[src/rtl/ffba_pkg.sv]
// Shared types and constants for the first-fit block allocator.
// No dependencies; imported by every module of the block.
`default_nettype none

package ffba_pkg;

   localparam int MAX_BLOCKS   = 64;
   localparam int IDX_W        = $clog2(MAX_BLOCKS);
   localparam int CNT_W        = $clog2(MAX_BLOCKS + 1);
   localparam int HEADER_BYTES = 16;
   localparam int ALIGN        = 8;
   localparam int ALIGN_W      = $clog2(ALIGN);

   localparam int ADDR_W  = 32;
   localparam int SIZE_W  = 25;
   localparam int REQ_W   = 24;
   localparam int CSR_W   = 32;
   localparam int CSR_IDX_W = 1;

   localparam logic [CSR_IDX_W-1:0] CSR_HEAP_BASE = 1'd0;
   localparam logic [CSR_IDX_W-1:0] CSR_HEAP_SIZE = 1'd1;

   localparam logic [SIZE_W-1:0] HEAP_SIZE_RESET = 25'd1048576;

   localparam logic CMD_ALLOC = 1'b0;
   localparam logic CMD_FREE  = 1'b1;

   localparam logic [1:0] STATUS_OK         = 2'd0;
   localparam logic [1:0] STATUS_NO_SPACE   = 2'd1;
   localparam logic [1:0] STATUS_TABLE_FULL = 2'd2;
   localparam logic [1:0] STATUS_BAD_ADDR   = 2'd3;

   typedef struct packed {
      logic              cmd;
      logic [REQ_W-1:0]  req_size;
      logic [ADDR_W-1:0] free_addr;
   } req_type;

   typedef struct packed {
      logic [ADDR_W-1:0] addr;
      logic [1:0]        status;
   } rsp_type;

   typedef struct packed {
      logic start;
      logic scan;
      logic hit_take;
      logic miss_take;
      logic zero_take;
      logic out_load;
   } ctl_cmd_type;

   typedef struct packed {
      logic hit;
      logic exhausted;
      logic free_zero;
      logic out_busy;
   } dp_stat_type;

endpackage

`default_nettype wire

[src/rtl/first_fit_block_allocator.sv]
// First-fit block allocator over a heap region, top level.
// Depends on ffba_pkg, ffba_controller and ffba_datapath.
//
// Usage:
//   csr_*  : write heap_base (index 0) or the region size (index 1) while idle.
//   req_*  : one item per allocate (cmd 0, req_size) or free (cmd 1, free_addr).
//   rsp_*  : one item per request: granted payload address and status.
// Timing: the table memory is read one entry per cycle and the scan stops
//   at the first fitting or matching block. A free of address zero skips
//   the scan. The next item can be accepted in the same cycle that rsp_valid
//   rises; one item may wait at the output while the next is scanned.
// Reset: the table empties, heap_base goes to 0 and the region size to 1 MiB;
//   the block accepts items in the first cycle after reset.
// Stall: while rsp_ready is low the result holds, and a finished follow-on
//   item waits inside until the output register frees.
`default_nettype none

module first_fit_block_allocator (
   input  wire                             clock,
   input  wire                             reset,
   input  wire                             csr_wr_en,
   input  wire  [ffba_pkg::CSR_IDX_W-1:0]  csr_wr_idx,
   input  wire  [ffba_pkg::CSR_W-1:0]      csr_wr_data,
   input  wire                             req_valid,
   output logic                            req_ready,
   input  wire  ffba_pkg::req_type         req_data,
   output logic                            rsp_valid,
   input  wire                             rsp_ready,
   output ffba_pkg::rsp_type               rsp_data
);
   import ffba_pkg::*;

   ctl_cmd_type ctl_cmd;
   dp_stat_type dp_stat;

   ffba_controller u_ctl (
      .clock     (clock),
      .reset     (reset),
      .req_valid (req_valid),
      .req_ready (req_ready),
      .dp_stat   (dp_stat),
      .ctl_cmd   (ctl_cmd)
   );

   ffba_datapath u_dp (
      .clock       (clock),
      .reset       (reset),
      .csr_wr_en   (csr_wr_en),
      .csr_wr_idx  (csr_wr_idx),
      .csr_wr_data (csr_wr_data),
      .req_data    (req_data),
      .ctl_cmd     (ctl_cmd),
      .dp_stat     (dp_stat),
      .rsp_ready   (rsp_ready),
      .rsp_valid   (rsp_valid),
      .rsp_data    (rsp_data)
   );

   a_busy_after_accept: assert property (@(posedge clock) disable iff (reset)
      (req_valid && req_ready) |=> !req_ready)
      else $error("item accepted while previous item still in flight");

   a_no_overwrite: assert property (@(posedge clock) disable iff (reset)
      ctl_cmd.out_load |-> !(rsp_valid && !rsp_ready))
      else $error("result overwritten while waiting at output");

   a_fail_addr_zero: assert property (@(posedge clock) disable iff (reset)
      (rsp_valid && rsp_data.status != STATUS_OK) |-> (rsp_data.addr == '0))
      else $error("failed item carries non-zero address");

   a_single_take: assert property (@(posedge clock) disable iff (reset)
      $countones({ctl_cmd.hit_take, ctl_cmd.miss_take, ctl_cmd.zero_take}) <= 1)
      else $error("more than one result captured in a cycle");

endmodule

`default_nettype wire

[src/rtl/ffba_datapath.sv]
// Datapath: block table memories, free marks, scan pipeline, result registers.
// Depends on ffba_pkg; driven by ffba_controller.
`default_nettype none

module ffba_datapath (
   input  wire                               clock,
   input  wire                               reset,
   input  wire                               csr_wr_en,
   input  wire  [ffba_pkg::CSR_IDX_W-1:0]    csr_wr_idx,
   input  wire  [ffba_pkg::CSR_W-1:0]        csr_wr_data,
   input  wire  ffba_pkg::req_type           req_data,
   input  wire  ffba_pkg::ctl_cmd_type       ctl_cmd,
   output ffba_pkg::dp_stat_type             dp_stat,
   input  wire                               rsp_ready,
   output logic                              rsp_valid,
   output ffba_pkg::rsp_type                 rsp_data
);
   import ffba_pkg::*;

   logic [SIZE_W-1:0] offset_mem  [MAX_BLOCKS];
   logic [SIZE_W-1:0] payload_mem [MAX_BLOCKS];

   logic [ADDR_W-1:0]     base_ff, base_in;
   logic [SIZE_W-1:0]     size_ff, size_in;
   logic [MAX_BLOCKS-1:0] free_ff, free_in;
   logic [CNT_W-1:0]      count_ff, count_in;
   logic [SIZE_W-1:0]     tail_ff, tail_in;
   req_type               cur_ff, cur_in;
   logic [SIZE_W-1:0]     need_ff, need_in;
   logic [ADDR_W-1:0]     target_ff, target_in;
   logic [CNT_W-1:0]      rd_idx_ff, rd_idx_in;
   logic                  chk_valid_ff, chk_valid_in;
   logic [IDX_W-1:0]      chk_idx_ff, chk_idx_in;
   logic [SIZE_W-1:0]     off_rd_ff;
   logic [SIZE_W-1:0]     pay_rd_ff;
   rsp_type               res_ff, res_in;
   rsp_type               rsp_data_ff, rsp_data_in;
   logic                  rsp_valid_ff, rsp_valid_in;

   logic                  issue;
   logic                  match;
   logic                  append;
   logic [SIZE_W:0]       new_end;
   logic [SIZE_W:0]       round_sum;

   assign issue = ctl_cmd.scan && (rd_idx_ff < count_ff);
   assign match = (cur_ff.cmd == CMD_FREE)
                ? ({{(ADDR_W-SIZE_W){1'b0}}, off_rd_ff} == target_ff)
                : (free_ff[chk_idx_ff] && (pay_rd_ff >= need_ff));
   assign new_end = {1'b0, tail_ff} + (SIZE_W+1)'(HEADER_BYTES) + {1'b0, need_ff};
   assign round_sum = (SIZE_W+1)'(req_data.req_size) + (SIZE_W+1)'(ALIGN - 1);
   assign append = ctl_cmd.miss_take && (cur_ff.cmd == CMD_ALLOC)
                 && (new_end <= {1'b0, size_ff})
                 && (count_ff < CNT_W'(MAX_BLOCKS));

   assign dp_stat.hit       = chk_valid_ff && match;
   assign dp_stat.exhausted = !chk_valid_ff && (rd_idx_ff >= count_ff);
   assign dp_stat.free_zero = (cur_ff.cmd == CMD_FREE) && (cur_ff.free_addr == '0);
   assign dp_stat.out_busy  = rsp_valid_ff && !rsp_ready;

   assign rsp_valid = rsp_valid_ff;
   assign rsp_data  = rsp_data_ff;

   always_comb begin
      base_in      = base_ff;
      size_in      = size_ff;
      free_in      = free_ff;
      count_in     = count_ff;
      tail_in      = tail_ff;
      cur_in       = cur_ff;
      need_in      = need_ff;
      target_in    = target_ff;
      rd_idx_in    = rd_idx_ff;
      chk_valid_in = issue;
      chk_idx_in   = rd_idx_ff[IDX_W-1:0];
      res_in       = res_ff;
      rsp_data_in  = rsp_data_ff;
      rsp_valid_in = rsp_valid_ff;

      if (csr_wr_en) begin
         unique case (csr_wr_idx)
            CSR_HEAP_BASE: base_in = csr_wr_data;
            CSR_HEAP_SIZE: size_in = csr_wr_data[SIZE_W-1:0];
            default: ;
         endcase
      end

      if (ctl_cmd.start) begin
         cur_in    = req_data;
         need_in   = {round_sum[SIZE_W-1:ALIGN_W], {ALIGN_W{1'b0}}};
         target_in = req_data.free_addr - base_ff - ADDR_W'(HEADER_BYTES);
         rd_idx_in = '0;
      end else if (issue) begin
         rd_idx_in = rd_idx_ff + 1'b1;
      end

      if (ctl_cmd.hit_take) begin
         if (cur_ff.cmd == CMD_FREE) begin
            free_in[chk_idx_ff] = 1'b1;
            res_in = '{addr: '0, status: STATUS_OK};
         end else begin
            free_in[chk_idx_ff] = 1'b0;
            res_in.addr   = base_ff + {{(ADDR_W-SIZE_W){1'b0}}, off_rd_ff}
                          + ADDR_W'(HEADER_BYTES);
            res_in.status = STATUS_OK;
         end
      end

      if (ctl_cmd.miss_take) begin
         if (cur_ff.cmd == CMD_FREE) begin
            res_in = '{addr: '0, status: STATUS_BAD_ADDR};
         end else if (new_end > {1'b0, size_ff}) begin
            res_in = '{addr: '0, status: STATUS_NO_SPACE};
         end else if (!append) begin
            res_in = '{addr: '0, status: STATUS_TABLE_FULL};
         end else begin
            free_in[count_ff[IDX_W-1:0]] = 1'b0;
            count_in = count_ff + 1'b1;
            tail_in  = new_end[SIZE_W-1:0];
            res_in.addr   = base_ff + {{(ADDR_W-SIZE_W){1'b0}}, tail_ff}
                          + ADDR_W'(HEADER_BYTES);
            res_in.status = STATUS_OK;
         end
      end

      if (ctl_cmd.zero_take) begin
         res_in = '{addr: '0, status: STATUS_OK};
      end

      if (ctl_cmd.out_load) begin
         rsp_data_in  = res_ff;
         rsp_valid_in = 1'b1;
      end else if (rsp_ready) begin
         rsp_valid_in = 1'b0;
      end
   end

   always_ff @(posedge clock) begin
      if (reset) begin
         base_ff      <= '0;
         size_ff      <= HEAP_SIZE_RESET;
         free_ff      <= '0;
         count_ff     <= '0;
         tail_ff      <= '0;
         rd_idx_ff    <= '0;
         chk_valid_ff <= 1'b0;
         rsp_valid_ff <= 1'b0;
      end else begin
         base_ff      <= base_in;
         size_ff      <= size_in;
         free_ff      <= free_in;
         count_ff     <= count_in;
         tail_ff      <= tail_in;
         rd_idx_ff    <= rd_idx_in;
         chk_valid_ff <= chk_valid_in;
         rsp_valid_ff <= rsp_valid_in;
      end
   end

   always_ff @(posedge clock) begin
      cur_ff      <= cur_in;
      need_ff     <= need_in;
      target_ff   <= target_in;
      chk_idx_ff  <= chk_idx_in;
      res_ff      <= res_in;
      rsp_data_ff <= rsp_data_in;
   end

   // block table: one write port (append), one registered read port (scan)
   always_ff @(posedge clock) begin
      if (append) begin
         offset_mem[count_ff[IDX_W-1:0]]  <= tail_ff;
         payload_mem[count_ff[IDX_W-1:0]] <= need_ff;
      end
      off_rd_ff <= offset_mem[rd_idx_ff[IDX_W-1:0]];
      pay_rd_ff <= payload_mem[rd_idx_ff[IDX_W-1:0]];
   end

endmodule

`default_nettype wire

[src/rtl/ffba_controller.sv]
// Controller: sequences accept, table scan, result capture and hand-off.
// Depends on ffba_pkg; drives ffba_datapath.
`default_nettype none

module ffba_controller (
   input  wire                     clock,
   input  wire                     reset,
   input  wire                     req_valid,
   output logic                    req_ready,
   input  wire ffba_pkg::dp_stat_type dp_stat,
   output ffba_pkg::ctl_cmd_type   ctl_cmd
);
   import ffba_pkg::*;

   localparam logic [1:0] ST_IDLE = 2'd0;
   localparam logic [1:0] ST_SCAN = 2'd1;
   localparam logic [1:0] ST_HOLD = 2'd2;

   logic [1:0] state_ff, state_in;

   always_comb begin
      state_in  = state_ff;
      req_ready = 1'b0;
      ctl_cmd   = '0;
      unique case (state_ff)
         ST_IDLE: begin
            req_ready = 1'b1;
            if (req_valid) begin
               ctl_cmd.start = 1'b1;
               state_in      = ST_SCAN;
            end
         end
         ST_SCAN: begin
            priority if (dp_stat.free_zero) begin
               ctl_cmd.zero_take = 1'b1;
               state_in          = ST_HOLD;
            end else if (dp_stat.hit) begin
               ctl_cmd.scan     = 1'b1;
               ctl_cmd.hit_take = 1'b1;
               state_in         = ST_HOLD;
            end else if (dp_stat.exhausted) begin
               ctl_cmd.scan      = 1'b1;
               ctl_cmd.miss_take = 1'b1;
               state_in          = ST_HOLD;
            end else begin
               ctl_cmd.scan = 1'b1;
            end
         end
         ST_HOLD: begin
            if (!dp_stat.out_busy) begin
               ctl_cmd.out_load = 1'b1;
               state_in         = ST_IDLE;
            end
         end
         default: state_in = ST_IDLE;
      endcase
   end

   always_ff @(posedge clock) begin
      if (reset) begin
         state_ff <= ST_IDLE;
      end else begin
         state_ff <= state_in;
      end
   end

endmodule

`default_nettype wire
[config.mk]
export PLATFORM = sky130hd
export DESIGN_NAME = first_fit_block_allocator
export DESIGN_NICKNAME = d
export VERILOG_FILES = /design/src/rtl/ffba_pkg.sv /design/src/rtl/first_fit_block_allocator.sv /design/src/rtl/ffba_datapath.sv /design/src/rtl/ffba_controller.sv
export SDC_FILE = /design/constraint.sdc
export NUM_CORES = 2
export LEC_CHECK = 0
export BUFFER_PORTS_ARGS = -buffer_cell sky130_fd_sc_hd__buf_2
export CAP_MARGIN = 20
export CORE_ASPECT_RATIO = 0.9
export CORE_MARGIN = 1
export CORE_UTILIZATION = 54
export CTS_CLUSTER_DIAMETER = 120
export DETAILED_ROUTE_END_ITERATION = 12
export GPL_TIMING_DRIVEN = 0
export MAX_ROUTING_LAYER = met4
export PLACE_DENSITY = 0.7
export SYNTH_ARGS = -nofsm -noshare
export SYNTH_HDL_FRONTEND = slang
export SYNTH_SLANG_ARGS = --single-unit
[constraint.sdc]
create_clock -name clock -period 22.3 [get_ports clock]
set_input_delay 4.46 -clock clock [delete_from_list [all_inputs] [get_ports clock]]
set_output_delay 4.46 -clock clock [all_outputs]
set_load 0.005 [all_outputs]
-- After elaboration in Yosys (flattened, before gate mapping)
Memory sizes are Yosys's and may differ from the RTL's. A register that Yosys moved wholly into a read port is not among the register bits.
Cells that the tools add are included.
- output and inout port bits: 36
- logic and storage cells: 118
- flip-flop bits (word level): 350
- RAM bits: 3008
- input port bits: 95
- memories kept: 2
- memory list (name ; depth ; width ; read ports ; clocked after Yosys merged registers in ; write ports ; line ; text):
    u_dp.offset_mem ; 64 ; 25 ; 1 ; 1 ; 1 ; ffba_datapath.sv:20 ; logic [SIZE_W-1:0] offset_mem [MAX_BLOCKS];
    u_dp.payload_mem ; 64 ; 22 ; 1 ; 1 ; 1 ; ffba_datapath.sv:21 ; logic [SIZE_W-1:0] payload_mem [MAX_BLOCKS];
- mux-type cells: 40
- add/subtract/negate cells: 11
- reduce and logical (&&, ||, !) cells: 22
- order comparisons: 10
- bitwise logic cells: 8
- equal/unequal tests: 6
- operators by type and width (kind ; count):
    two-way mux 64 bit ; 6
    two-way mux 34 bit ; 6
    AND 64 bit ; 2
    NOT 64 bit ; 2
    adder 32 x 25 -> 32 bit ; 2
    adder 32 x 5 -> 32 bit, second input constant ; 2
    OR 64 bit ; 1
    == test 25 x 32 -> 1 bit ; 1
    logical NOT 32 bit ; 1
    subtractor 32 bit ; 1
    subtractor 32 x 5 -> 32 bit, second input constant ; 1
    adder 25 x 5 -> 26 bit, second input constant ; 1
    adder 26 x 25 -> 26 bit ; 1
    > comparator 26 x 25 -> 1 bit ; 1
    less-or-equal comparator 26 x 25 -> 1 bit ; 1
    adder 24 x 3 -> 25 bit, second input constant ; 1
    >= comparator 25 bit ; 1
    two-way mux 1 bit ; 17
    adder 7 x 1 -> 7 bit, second input constant ; 2
    < comparator 6 x 7 -> 1 bit, second input constant ; 2
    demux 1 bit (select 6 bit) ; 2
    >= comparator 6 x 1 -> 1 bit, second input constant ; 2
    logical AND 1 bit ; 11
    two-way mux 2 bit ; 5
    other kinds (19) ; 25

-- Depth between registers and ports, before layout
- word-level depth: 15
- mapped depth: 27

-- By module
Synthesis repeated with hierarchy kept, for this count alone.
- cells, all modules: 6321
- area, all modules: 127951.5 um^2
- modules (own cells, without submodules) (module ; times used ; cells each ; sequential area each (um^2) ; area an instance (um^2)):
    ffba_datapath ; 1 ; 6305 ; 93059.3 ; 127801.3
    ffba_controller ; 1 ; 16 ; 40.0 ; 150.1

-- Least setup slack after synthesis
OpenSTA, ideal clock, no wires.
- path kind: reg2reg
- start point: register u_dp.tail_ff[4]
- end point: memory u_dp.offset_mem[14][10], enable pin
- arrival time: 7.820 ns
- slack: 14.034 ns
- clock period less this slack: 8.266 ns
- setup time: 0.446 ns
- cell stages (with the launch flop): 27
- data required time: 21.854 ns
- cells stage by stage: dfxtp_1 inv_1 ha_1 inv_1 ha_1 fa_1 a21o_1 a21oi_1 o21bai_1 o31ai_1 o21ai_0 a41o_1 a211oi_1 o21bai_1 xor2_1 ha_1 a21o_1 a21oi_1 o221ai_1 o21ai_0 a21oi_1 nor4b_1 o21ai_1 clkbuf_1 nor2_1 nand3_1 nor2_1
- cells in the longest elaborated chain, start to end: 7
- RTL lines (what ; line ; text):
    start: declaration ; ffba_datapath.sv:27 ; logic [SIZE_W-1:0] tail_ff, tail_in;
    start signal: assignment ; ffba_datapath.sv:153 ; tail_ff <= tail_in;
    adder 25 x 5 -> 26 bit ; ffba_datapath.sv:50 ; assign new_end = {1'b0, tail_ff} + (SIZE_W+1)'(HEADER_BYTES) + {1'b0, need_ff};
    adder 26 x 25 -> 26 bit ; ffba_datapath.sv:50 ;
    via u_dp.new_end[22] ; ffba_datapath.sv:43 ; logic [SIZE_W:0] new_end;
    less-or-equal comparator 26 x 25 -> 1 bit ; ffba_datapath.sv:53 ; && (new_end <= {1'b0, size_ff})
    logical AND 1 bit ; ffba_datapath.sv:53 ;
    logical AND 1 bit ; ffba_datapath.sv:54 ; && (count_ff < CNT_W'(MAX_BLOCKS));
    two-way mux 1 bit ; ffba_datapath.sv:171 ; if (append) begin
    two-way mux 1 bit (implied by the code) ; ffba_datapath.sv:172 ; offset_mem[count_ff[IDX_W-1:0]] <= tail_ff;
    end: declaration ; ffba_datapath.sv:20 ;
The timed path passes the listed nets, and every way through them passes these cells.

-- Final worst setup path
- start point: register u_dp.need_ff[4]
- end point: memory u_dp.payload_mem[56][5] in the netlist's numbering, enable pin
- elaborated cells on any way between the ends: 14
- classes of those cells: add/sub (1); order compare (2); mux (6); reduce/logical (5)
- RTL lines (what ; line ; text):
    start: declaration ; ffba_datapath.sv:29 ; logic [SIZE_W-1:0] need_ff, need_in;
    start signal: assignment ; ffba_datapath.sv:162 ; need_ff <= need_in;
    adder 26 x 25 -> 26 bit ; ffba_datapath.sv:50 ;
    via u_dp.new_end[24] ; ffba_datapath.sv:43 ;
    less-or-equal comparator 26 x 25 -> 1 bit ; ffba_datapath.sv:53 ;
    logical AND 1 bit ; ffba_datapath.sv:53 ;
    logical AND 1 bit ; ffba_datapath.sv:54 ;
    two-way mux 1 bit ; ffba_datapath.sv:171 ;
    two-way mux 1 bit (implied by the code) ; ffba_datapath.sv:173 ; payload_mem[count_ff[IDX_W-1:0]] <= need_ff;
    end: declaration ; ffba_datapath.sv:21 ;
The timed path passes the listed nets, and every way through them passes these cells.

==> run summary <==
DRT Pass-1 Iters -> 6
Most frequent cells after synthesis -> edfxtp_1, mux4_2, ha_1
Hold_buf cts -> 0
Clock latency on the worst-skew pair -> 0.89 ns
TritonCTS Buffers -> 315
Most common cell in the netlist -> edfxtp_1
Clk root buf -> clkbuf_16
Maximum clock frequency -> 102 MHz
Sw frac -> 21.0%
Hold Crit Class -> reg2reg
Worst-path clk slew -> 0.06 ns
Hold Vio Cnt, Final -> 0
FF-to-FF setup slack -> 12.46 ns
Die footprint -> 0.239 mm2
Final HPWL DP -> 249000 um
CTS tree -> done
Simple logic cell fraction of the synthesized area -> 3.16%
Synthesis-to-finish area growth -> 16.0%
Worst VDD drop -> 0.0743 mV
Post-CTS sizing -> 0
Crit path largest cell delay -> 0.82 ns
Die height -> 464 um
Total track usage -> 31.1%
Normalized max-slew margin -> 16.3%
Pin count of the biggest net entering global routing -> 65
Total power -> 12.2 mW
Sink Count -> 3182
# setup viols final -> 0
Worst Path Max Fanout -> 32
Post-Syn Area -> 0.128 mm2
Fin. max-slew vios -> 0
Tcrit/Tclk final -> 44.1%
DR iter-0 viols -> 9865
Most used flip-flop cell after synthesis -> edfxtp_1
RSZ-0062 raised after global routing -> no
Status -> completed
Share of cells above drive strength 1 -> 26.3%
Pleak -> 47.4 nW
# Post-CTS Setup Buffers -> 0
Area fraction of the dominant cell type after synthesis -> 68.8%
Library cells used by synthesis -> 75
Sw Pwr -> 2.56 mW
Max-Cap Viols -> 0
Grt ovf -> 0
Sequential area share after synthesis -> 72.6%
Worst path slowest cell -> nor2_4
Crit. End Element -> flip-flop
Setup Crit Path Kind -> reg2reg
Die X -> 516 um
Largest area contributor in the netlist -> edfxtp_1
Final clock skew -> 0.0840 ns
Routed wire per std cell -> 34.0 um
Synth warn -> 0
Mapped Avg Cell Area -> 20.0 um2
Nets@finish -> 7488
Fin crit period -> 9.84 ns
Worst-Margin Slew -> 1.25 ns
Routed via count -> 69000
Yosys reg bits -> 3182
Main combinational cell family by area after synthesis -> multiplexers
Combinational share of power -> 3.6%
Vias in the first global route -> 67200
P_int -> 9.63 mW
Avg Vias per Cell -> 6.53
First-pass GRT wire length -> 504000 um
Reg2Reg Depth -> 28
Htree depth -> 5
GPL Wtd Cong -> 0.939
Synth Instances -> 6412
CP Launch Type -> flip-flop
XOR/XNOR Fraction of Synth Area -> 0.915%
Syn Nets -> 6755
Initial core utilization -> 54.4%
Post-Synth Adder-Cell Area -> 2.43%
P per Cell Area -> 81.9 mW/mm2
Core ar. -> 0.236 mm2
Buffers on Ports -> 130
Residual DRC -> 0
Top post-synthesis cells by area -> edfxtp_1, mux4_2, dfxtp_1
Sequential share of power -> 54.3%
Asr flop ratio synth -> 0%
Maximum clock path buffer count -> 4
# IOs -> 131
CP Data Arrival Time -> 10.40 ns
Setup TNS -> 0 ns
EDFF count, synth -> 2937
Complex-gate fraction of the synthesized area -> 2.50%
Worst hold stages -> 0
FP Rows -> 169
Routed Antenna Nets -> 0
Power share of the clock group -> 42.1%
Antenna violations before repair -> 11
Mux cell area share after synthesis -> 16.9%
Worst path required time -> 22.86 ns
WL final -> 359000 um
## flip-flops by register name, indices dropped and copies added (netlist names)
| signal | cells |
|---|---|
| u_dp.need_ff | 22 |
| u_dp.chk_valid_ff | 1 |
| u_dp.payload_mem | 1408 |
| u_dp.chk_idx_ff | 6 |
| u_dp.base_ff | 32 |
| u_dp.res_ff | 34 |
| u_ctl.state_ff | 2 |
| u_dp.target_ff | 32 |
| u_dp.off_rd_ff | 22 |
| u_dp.cur_ff | 33 |
| u_dp.count_ff | 7 |
| u_dp.free_ff | 64 |
| u_dp.rsp_data | 34 |
| u_dp.tail_ff | 22 |
| u_dp.pay_rd_ff | 22 |
| u_dp.rd_idx_ff | 7 |
| u_dp.offset_mem | 1408 |
| u_dp.rsp_valid | 1 |
| u_dp.size_ff | 25 |
## power by group through the flow
stage / Clock, mW / Sequential [mW] / Combinational, mW
floorplan: 0 / 6.75 / 0.212
global placement: 0 / 6.82 / 0.316
detailed placement: 0 / 6.75 / 0.429
CTS: 5.18 / 6.62 / 0.433
global route: 5.39 / 6.62 / 0.471
finish: 5.13 / 6.62 / 0.437
## cell type report
cell class	count	area, um2
fillers	15800	86900
flip-flops and latches	3182	93100
clock buffers	400	8470
inverters	179	674
clock inverters	162	1310
well taps	3163	3960
plain buffers	309	1220
diodes	6	15.0
multi-input cells	2742	33800
repair buffers	416	6280
## layer usage
| layer | vias to the layer above | wire length [um] | share of wire [%] | GRT usage, % |
|---|---|---|---|---|
| met1 | 36400 | 142000 | 40 | 44.3 |
| met5 | - | 0 | 0 | - |
| met2 | 4209 | 168000 | 47 | 46.5 |
| met3 | 542 | 36800 | 10 | 5.44 |
| li1 | 27800 | - | - | - |
| met4 | 0 | 12100 | 3.4 | 9.42 |
## cells by family (layout without fill, tap and decap cells)
logic type	Yosys count	count (layout)
buf+inv	488	1466
simple gates	843	843
compound gates	509	509
other cells	1	7
xor+xnor	134	134
mux	1007	1007
flops	3182	3182
fa+ha+maj	248	248
## worst paths after layout
| check | from | endpoint |
|---|---|---|
| worst max-delay path | u_dp.need_ff[4] | u_dp.payload_mem[56][5] |
| worst min-delay path | u_dp.res_ff[21] | u_dp.rsp_data[21] |
| worst max register to register | u_dp.need_ff[4] | u_dp.payload_mem[56][5] |
| worst min register to register | u_dp.res_ff[21] | u_dp.rsp_data[21] |
## worst max-delay path: cells and delay by family (launching register included)
kind,cells,cell delay [ns]
adders and majority gates,4,1.43
and+or+nand+nor,4,2.24
buffers and inverters,6,1.42
xor gates and xnor gates,1,0.69
DFF,1,0.48
AOI/OAI and AO/OA,13,3.18
## cell usage in the layout, fill, tap and decap left out, types with 50 or more instances in the layout
cell / instances
edfxtp_1: 2937
mux4_2: 930
clkbuf_16: 322
clkbuf_1: 295
ha_1: 246
nand2_1: 245
dfxtp_1: 223
a21oi_1: 214
inv_1: 176
nor2_1: 171
buf_12: 151
buf_2: 146
nand3_1: 79
xnor2_1: 79
buf_8: 75
mux2i_1: 74
nor2b_1: 73
clkinv_2: 72
o21ai_0: 64
nor2_4: 64
xor2_1: 55
buf_1: 53
clkinv_1: 52
a21o_1: 50
buf_16: 50
## per-stage QoR
step	setup WS, ns	utilization, %	instances	hold WS [ns]	area, um2
final	12.46	63.1	10600	0.428	149000
after global routing	12.11	63.1	10600	0.438	149000
after CTS	12.51	62.9	10500	0.429	148000
after detailed placement	12.54	58.7	9948	0.392	138000
after global placement	7.41	56.3	9705	0.398	133000
after floorplan	14.03	-	6412	0.354	128000
No activity file was read; power rests on OpenSTA's default activity.
